[src/rtl/rmfp_pkg.sv]
// Shared types, constants and codes for the rotated framebuffer plotter.
package rmfp_pkg;

	// Panel geometry and the derived store size.
	localparam int PANEL_WIDTH  = 128;
	localparam int PANEL_HEIGHT = 296;
	localparam int STORE_BYTES  = (PANEL_WIDTH * PANEL_HEIGHT + 7) / 8;
	localparam int ADDR_W       = $clog2(STORE_BYTES);
	localparam int PIX_W        = $clog2(PANEL_WIDTH * PANEL_HEIGHT + 1);

	// Field widths fixed by the interface.
	localparam int COORD_W = 11;
	localparam int IDX_W   = 13;
	localparam int MAP_W   = 13;

	// Byte constants.
	localparam logic [7:0] BYTE_MSB  = 8'h80;
	localparam logic [7:0] BYTE_ONES = 8'hFF;
	localparam logic [7:0] BYTE_ZERO = 8'h00;

	// Command codes carried in tuser.
	localparam logic [1:0] CMD_CLEAR = 2'd0;
	localparam logic [1:0] CMD_PLOT  = 2'd1;
	localparam logic [1:0] CMD_READ  = 2'd2;

	// Configuration register indexes.
	localparam logic [1:0] CFG_ROTATION = 2'd0;
	localparam logic [1:0] CFG_INVERT   = 2'd1;

	// Rotation codes.
	localparam logic [1:0] ROT_0   = 2'd0;
	localparam logic [1:0] ROT_90  = 2'd1;
	localparam logic [1:0] ROT_180 = 2'd2;
	localparam logic [1:0] ROT_270 = 2'd3;

	// Input item payload, first field in the lowest bits.
	typedef struct packed {
		logic [3:0]                pad;
		logic [IDX_W-1:0]          byte_index;
		logic                      colored;
		logic signed [COORD_W-1:0] y_coord;
		logic signed [COORD_W-1:0] x_coord;
	} in_data_t;

	// Result item payload, first field in the lowest bits.
	typedef struct packed {
		logic [2:0]       pad;
		logic [IDX_W-1:0] read_index;
		logic [7:0]       read_data;
	} out_data_t;

	// Controller states.
	typedef enum logic [2:0] {
		ST_IDLE,
		ST_CLEAR,
		ST_MAP,
		ST_ADDR,
		ST_MODIFY,
		ST_READ,
		ST_REPLY
	} state_t;

	// Commands from the controller to the datapath.
	typedef struct packed {
		logic load;
		logic clr_wr;
		logic map_en;
		logic addr_en;
		logic wr_plot;
		logic rd_issue;
		logic out_load;
	} rmfp_cmd_t;

	// Status from the datapath to the controller.
	typedef struct packed {
		logic clr_last;
		logic out_free;
	} rmfp_status_t;

endpackage

[src/rtl/rmfp_ctrl.sv]
// Controller state machine that sequences clear, plot and read commands.
module rmfp_ctrl
	import rmfp_pkg::*;
(
	input  logic         clk,
	input  logic         arst_n,
	input  logic         s_tvalid,
	input  logic [1:0]   command,
	input  rmfp_status_t status,
	output logic         s_tready,
	output rmfp_cmd_t    ctrl
);

	state_t state_q;
	state_t state_d;

	// State register.
	always_ff @(posedge clk or negedge arst_n) begin
		if (!arst_n) begin
			state_q <= ST_IDLE;
		end else begin
			state_q <= state_d;
		end
	end

	// Next state and commands to the datapath.
	always_comb begin
		state_d  = state_q;
		ctrl     = '0;
		s_tready = 1'b0;
		case (state_q)
			ST_IDLE: begin
				s_tready = 1'b1;
				if (s_tvalid) begin
					ctrl.load = 1'b1;
					case (command)
						CMD_CLEAR: state_d = ST_CLEAR;
						CMD_PLOT:  state_d = ST_MAP;
						CMD_READ:  state_d = ST_READ;
						default:   state_d = ST_IDLE;
					endcase
				end
			end
			ST_CLEAR: begin
				ctrl.clr_wr = 1'b1;
				if (status.clr_last) begin
					state_d = ST_IDLE;
				end
			end
			ST_MAP: begin
				ctrl.map_en = 1'b1;
				state_d     = ST_ADDR;
			end
			ST_ADDR: begin
				ctrl.addr_en = 1'b1;
				state_d      = ST_MODIFY;
			end
			ST_MODIFY: begin
				ctrl.wr_plot = 1'b1;
				state_d      = ST_IDLE;
			end
			ST_READ: begin
				ctrl.rd_issue = 1'b1;
				state_d       = ST_REPLY;
			end
			ST_REPLY: begin
				if (status.out_free) begin
					ctrl.out_load = 1'b1;
					state_d       = ST_IDLE;
				end
			end
			default: begin
				state_d = ST_IDLE;
			end
		endcase
	end

endmodule

[config.mk]
export PLATFORM = sky130hd
export DESIGN_NAME = rmfp_ctrl
export DESIGN_NICKNAME = d
export VERILOG_FILES = /design/src/rtl/rmfp_pkg.sv /design/src/rtl/rmfp_ctrl.sv
export SDC_FILE = /design/constraint.sdc
export NUM_CORES = 1
export LEC_CHECK = 0
export BUFFER_PORTS_ARGS = -buffer_cell sky130_fd_sc_hd__clkbuf_2
export CAP_MARGIN = 20
export CORE_AREA = 8 8 45 47
export CTS_BUF_LIST = sky130_fd_sc_hd__clkbuf_4 sky130_fd_sc_hd__clkbuf_8
export DETAILED_ROUTE_END_ITERATION = 6
export DIE_AREA = 0 0 53 55
export MAX_ROUTING_LAYER = met4
export PLACE_DENSITY_LB_ADDON = 0.12
export SYNTH_ARGS = -nofsm -noshare
export SYNTH_HDL_FRONTEND = slang
export SYNTH_SLANG_ARGS = --single-unit
export TNS_END_PERCENT = 1
[constraint.sdc]
create_clock -name clk -period 1.57 [get_ports clk]
set_clock_uncertainty 0.15 [all_clocks]
set_input_delay 0 -clock clk [delete_from_list [all_inputs] [get_ports clk]]
set_output_delay 0 -clock clk [all_outputs]
set_load 0.05 [all_outputs]
Word-level counts from Yosys, hierarchy flattened:

Index checks and enable logic that the tools add are counted.

* equality and inequality tests: 11
* mux-type cells: 15
* reductions and logical operators: 3

Operator list (count)
* one-hot mux 3 bit (6 select lines): 1
* 2-to-1 mux 1 bit: 10
* equality test 3 bit, second input constant: 3
* 2-to-1 mux 3 bit: 3
* one-hot mux 3 bit (3 select lines): 1
* equality test 3 x 2 -> 1 bit, second input constant: 2
* inequality test 2 bit, second input constant: 3
* equality test 3 x 1 -> 1 bit, second input constant: 1
* zero test 3 bit: 1
* AND reduction 3 bit: 1
* equality test 2 x 1 -> 1 bit, second input constant: 1
* equality test 2 bit, second input constant: 1
* zero test 2 bit: 1

* register bits: 3
* input bits: 7
* output and inout bits: 8
* word-level logic and storage cells: 30

Depth between registers and ports, before layout:

Gate-level depths: netlist of the first run.

* depth after elaboration: 4
* mapped depth: 4
* gate-level depth less buffers: 3

Worst setup path before layout of the first run:

Ideal clock, no wire load.

* kind: register to output
* start point: register state_q[0]
* end point: output ctrl[6] (netlist bit)
* arrival time: 2.259 ns
* required time: 1.420 ns
* slack: -0.839 ns
* stages on the path, launching flop included: 4
* path buffers: 1
* cells stage by stage: dfrtp_1 buf_2 nor3_1 and2_1

RTL lines
* start: declaration: RTL line rmfp_ctrl.sv:14 `state_t state_q;`
* start signal: assignment: RTL line rmfp_ctrl.sv:22 `state_q <= state_d;`
* end: declaration: RTL line rmfp_ctrl.sv:11 `output rmfp_cmd_t ctrl`

==> metrics.cfg, run 1 <==
[detailed_routing]
routed_wl_um=800
detail_route.vias_per_cell=4.24
drt_iter0_markers=0
postRouteAntennaNets=0
routedWlPerCell_um=11.4
num_vias=297
dr.pass1.iters=1
drc_errors=0

[worst_setup_path]
crit_path_start_kind=register
cp_cell_sequence=and2b_2 -> nand2_1 -> inv_1 -> clkbuf_2
crit_path_top_delay_cell=dfrtp_2
ff2ff_path_depth=3
critical_path_arrival_ns=1.34
worstPathRequired_ns=1.42
critical_path_class=register to output pin
cp-end-kind=output pin
path_max_fanout=9
cpPeakStageDelay_ns=0.46

[place]
hpwlAfterDp_um=640
pre_cts_ws_ns=0.141
numPortBuffers=14
dp.cells=61
gp_congestion=0.709

[timing]
worst_slew_pin_slew_ns=0.408
layout_setup_ws_ns=0.0804
layout_min_cycle_time_ns=1.49
rsz0062_at_grt=false
setup_viol=0
tns_ns=0
final_hold_viol_count=0
fmax_mhz=671
maxSlewHeadroom_pct=72.7
fin_crit_sh_pct=94.9
maxSlewViolCount=0

[clock_network]
numCtsBuffers=3
insertion_delay_ns=0.23
cts_max_path_buffers=2
clk_pin_slew_worst_paths_ns=0.04
clock-sinks=3
htree_levels=1
cts-root-buf=clkbuf_4
cts_tree=done
cts_setup_buffers=0

[synth]
synthTopCellsByArea=dfrtp_1, nor3b_1, nor2b_1, a2111oi_2, nor4b_2
syn_inst=32
syn-num-nets=39
synth_largest_area_cell=dfrtp_1
synth_warnings=0
syn_area_um2=282
synth_top_area_share_pct=26.7
seq_area_frac_synth_pct=26.7
synth_cell_types=23
avgSynthCellArea_um2=8.80
synth_seq_cells=3

[hold_path]
hp-class=primary input to register
min_path_cells=4

[grt]
grt_max_degree=13
grt_usage_pct=6.31
top_usage_layer=met2
met3_usage_pct=1.34
grt_pass1_vias=309
met2_usage_pct=9.96
grt_pass1_wl_mm=1.28
grt_overflow=0
grt_util_met1_pct=6.24
antenna_found_initial=0

[final_layout]
n_fill_cell=151
reg_top3=state_q: 3 flops
layoutNonFillerInstCount=70
synthToLayoutAreaGrowth_pct=68.9
largest_register_ffs=3
nNetsFinal=62
regMostFlops=state_q
drive_above_1_share_pct=53.7
final_util_pct=34.4
num_antenna_cells=0

[floorplan]
std_cell_rows=14
io_pins=15
dieArea_mm2=0.00292
start_util_pct=20.3
chipHeight_um=55
core-area_mm2=0.00138
die_x_um=53

[power]
power_mw=0.938
p_leak_nw=0.221
p_per_area_mw_per_mm2=1970
ir_worst_vdd_mv=0.484

[run]
maxCapViolCount=0

[status]
outcome=finished clean

-- layout make-up --
class	count	area [µm²]	area share (%)
clock buffers	4	30.0	6.32
inverters	1	3.75	0.789
multi-input cells	25	198	41.6
flip-flops and latches	3	78.8	16.6
well taps	16	20.0	4.21
repair buffers	21	145	30.5
-- layout by cell type (no fill, tap or decap) --
cell and n:
clkbuf_2 10, clkbuf_4 7, dlygate4sd3_1 5, nor2b_1 3, buf_4 3, dfrtp_2 3
nor3b_1 2, nand2_1 2, nor2_1 2, nor3_4 1, and2b_2 1, inv_1 1
and2_1 1, and4b_1 1, nor3b_2 1, nand2b_1 1, o21bai_1 1, a21oi_1 1
o21ai_0 1, or3b_1 1, a2111oi_2 1, a31oi_1 1, nor4b_2 1, a211oi_1 1
and3b_1 1, nor3_2 1
-- what timing repair did --
action	4_1_cts	5_1_grt
endpoints found under the hold margin	5	0
pin swaps	0	0
resized for setup	3	6
endpoints found under the setup margin	3	7
hold buffers	5	0
-- synth_stat cells --
cell       instances
dfrtp_1            3
nor2b_1            3
nor3b_1            3
buf_2              2
nand2_1            2
nor2_1             2
a2111oi_2          1
a211oi_1           1
a21oi_1            1
a31oi_1            1
and2_1             1
and2b_2            1
and3b_1            1
and4b_1            1
buf_6              1
inv_1              1
nand2b_1           1
nor3_1             1
nor3_2             1
nor4b_2            1
o21ai_0            1
o21bai_1           1
or3b_1             1
-- cell families after synthesis --
kind of cell    share of synthesized area (%)
simple gates                             48.0
compound gates                           16.4
buf+inv                                  8.89
flops                                    26.7
-- metrics by stage --
step	cell area (µm²)	hold WS, ns
2_1_floorplan	298	-0.446
3_3_place_gp	382	-0.348
3_5_place_dp	382	-0.350
4_1_cts	469	0.0449
5_1_grt	475	0.0756
6_report	475	0.0463
-- metal layers --
metal	routed length, µm	vias to the layer above	share of wire, %
met5	0	-	0
met2	436	5	55
met3	36	0	4.5
met1	328	134	41
met4	0	0	0
li1	-	158	-
-- worst max-delay path: cells and delay by family (launching register included) --
| family | cells | cell delay (ns) |
|---|---|---|
| DFF | 1 | 0.46 |
| buffers and inverters | 2 | 0.33 |
| and+or+nand+nor | 2 | 0.32 |
-- path summary, 6_finish.rpt --
path / start / end / slack (ns)
worst max-delay path: state_q[1] / ctrl[1] / 0.08
worst min-delay path: s_tvalid / state_q[0] / 0.05
worst max register to register: state_q[0] / state_q[2] / 0.20
worst min register to register: state_q[2] / state_q[0] / 0.46
max in group asynchronous: arst_n / state_q[1] / 0.62
min in group asynchronous: arst_n / state_q[0] / 0.48
-- power breakdown --
part           leakage (nW)  switching [mW]  total [mW]  internal [mW]
combinational         0.168           0.374       0.590          0.216
clock                0.0184          0.0415       0.154          0.113
sequential           0.0348          0.0809       0.194          0.113
total                 0.221           0.496       0.938          0.442
No activity file was read; power rests on OpenSTA's default activity.
==> run 2: changes to the inputs <==
==> constraint.sdc (replaced) <==
create_clock -name clk -period 1.6 [get_ports clk]
set_clock_uncertainty 0.15 [all_clocks]
set_input_delay 0 -clock clk [delete_from_list [all_inputs] [get_ports clk]]
set_output_delay 0 -clock clk [all_outputs]
set_load 0.05 [all_outputs]
==> metrics.cfg, run 2 (synthesis results as in run 1) <==
[status]
outcome=finished clean

[final_layout]
multi_input_area_um2=198
nNetsFinal=62
regMostFlops=state_q
mostFrequentLayoutCells=clkbuf_2, clkbuf_4, dlygate4sd3_1
final_util_pct=34.0
num_antenna_cells=0
synthToLayoutAreaGrowth_pct=67.1
reg_top3=state_q: 3 flops
seq_area_um2=78.8
largest_register_ffs=3
drive_above_1_share_pct=53.7
n_fill_cell=152
final_common_cell=clkbuf_2

[detailed_routing]
routedWlPerCell_um=11.4
detail_route.vias_per_cell=4.21
postRouteAntennaNets=0
routed_wl_um=799
drc_errors=0
drt_iter0_markers=0
num_vias=295
dr.pass1.iters=1

[worst_setup_path]
crit_path_start_kind=register
cp-end-kind=output pin
critical_path_arrival_ns=1.36
path_max_fanout=8
critical_path_class=register to output pin
worstPathRequired_ns=1.45

[grt]
grt_pass1_vias=309
grt_max_degree=13
grt_usage_pct=6.37
grt_overflow=0
grt_pass1_wl_mm=1.28
antenna_found_initial=0

[floorplan]
chipHeight_um=55
dieArea_mm2=0.00292
io_pins=15
core-area_mm2=0.00138
start_util_pct=20.3
die_x_um=53
std_cell_rows=14

[place]
gp_congestion=0.709
pre_cts_ws_ns=0.171
numPortBuffers=14
hpwlAfterDp_um=640

[timing]
layout_setup_ws_ns=0.0947
worst_slew_pin_slew_ns=0.408
hold_slack_ns=0.0463
final_hold_viol_count=0
setup_viol=0
rsz0062_at_grt=false
layout_min_cycle_time_ns=1.51
maxSlewViolCount=0
fin_crit_sh_pct=94.1
fmax_mhz=664
tns_ns=0
maxSlewHeadroom_pct=72.7

[clock_network]
cts_max_path_buffers=2
cts-root-buf=clkbuf_4
numCtsBuffers=3
clk_pin_slew_worst_paths_ns=0.04
cts_setup_buffers=0
cts_tree=done
insertion_delay_ns=0.23
htree_levels=1
clock-sinks=3

[power]
clockPowerShare_pct=16.5
power_mw=0.915
combinationalPowerShare_pct=62.7
p_switching_mw=0.486
sw_frac_of_total_pct=53.1
intPower_mw=0.429
ir_worst_vdd_mv=0.492
seq_power_share_pct=20.8
p_leak_nw=0.222
p_per_area_mw_per_mm2=1940

[run]
maxCapViolCount=0

[hold_path]
hp-class=primary input to register

[run 2: cell count changes in the layout (fill, tap and decap cells not counted)]
cell | before | now
clkbuf_4 | 7 | 5
buf_2 | 0 | 2
[run 2: layout make-up]
cell class | count | share of cell area, %
multi-input cells | 25 | 42.0
clock buffers | 4 | 6.38
repair buffers | 21 | 29.8
well taps | 16 | 4.26
flip-flops and latches | 3 | 16.8
inverters | 1 | 0.798
[run 2: timing repair]
action / 4_1_cts / 5_1_grt
hold buffers: 5 / 0
endpoints found under the hold margin: 5 / 0
setup endpoints to repair: 0 / 7
resized for setup: 0 / 10
[run 2: path summary, 6_finish.rpt]
path                            slack (ns)        from         end  cells after the start
worst min register to register        0.46  state_q[2]  state_q[0]                      1
min in group asynchronous             0.48      arst_n  state_q[0]                      3
worst max register to register        0.23  state_q[0]  state_q[2]                      3
max in group asynchronous             0.65      arst_n  state_q[1]                      3
worst min-delay path                  0.05    s_tvalid  state_q[0]                      4
worst max-delay path                  0.09  state_q[0]     ctrl[0]                      3
[run 2: power groups by stage]
stage / sequential, mW / combinational, mW / clock [mW]
floorplan: 0.136 / 0.498 / 0
global placement: 0.182 / 0.562 / 0
detailed placement: 0.186 / 0.562 / 0
CTS: 0.185 / 0.573 / 0.160
global route: 0.203 / 0.621 / 0.165
finish: 0.190 / 0.573 / 0.151
[run 2: routing by layer]
layer  vias to the layer above  wire length (µm)  GRT usage, %
li1                        158                 -             -
met1                       132               330          6.24
met2                         5               432          10.2
met3                         0                36          1.34
met4                         0                 0          6.47
met5                         -                 0             -
[run 2: critical path, stage by stage (launching register included)]
cell,delay [ns]
dfrtp_2,0.45
buf_4,0.18
and4b_1,0.23
buf_2,0.26
[run 2: metrics by stage]
| step | instance area [µm²] | cells |
|---|---|---|
| 2_1_floorplan | 298 | 32 |
| 3_3_place_gp | 382 | 61 |
| 3_5_place_dp | 382 | 61 |
| 4_1_cts | 462 | 70 |
| 5_1_grt | 470 | 70 |
| 6_report | 470 | 70 |
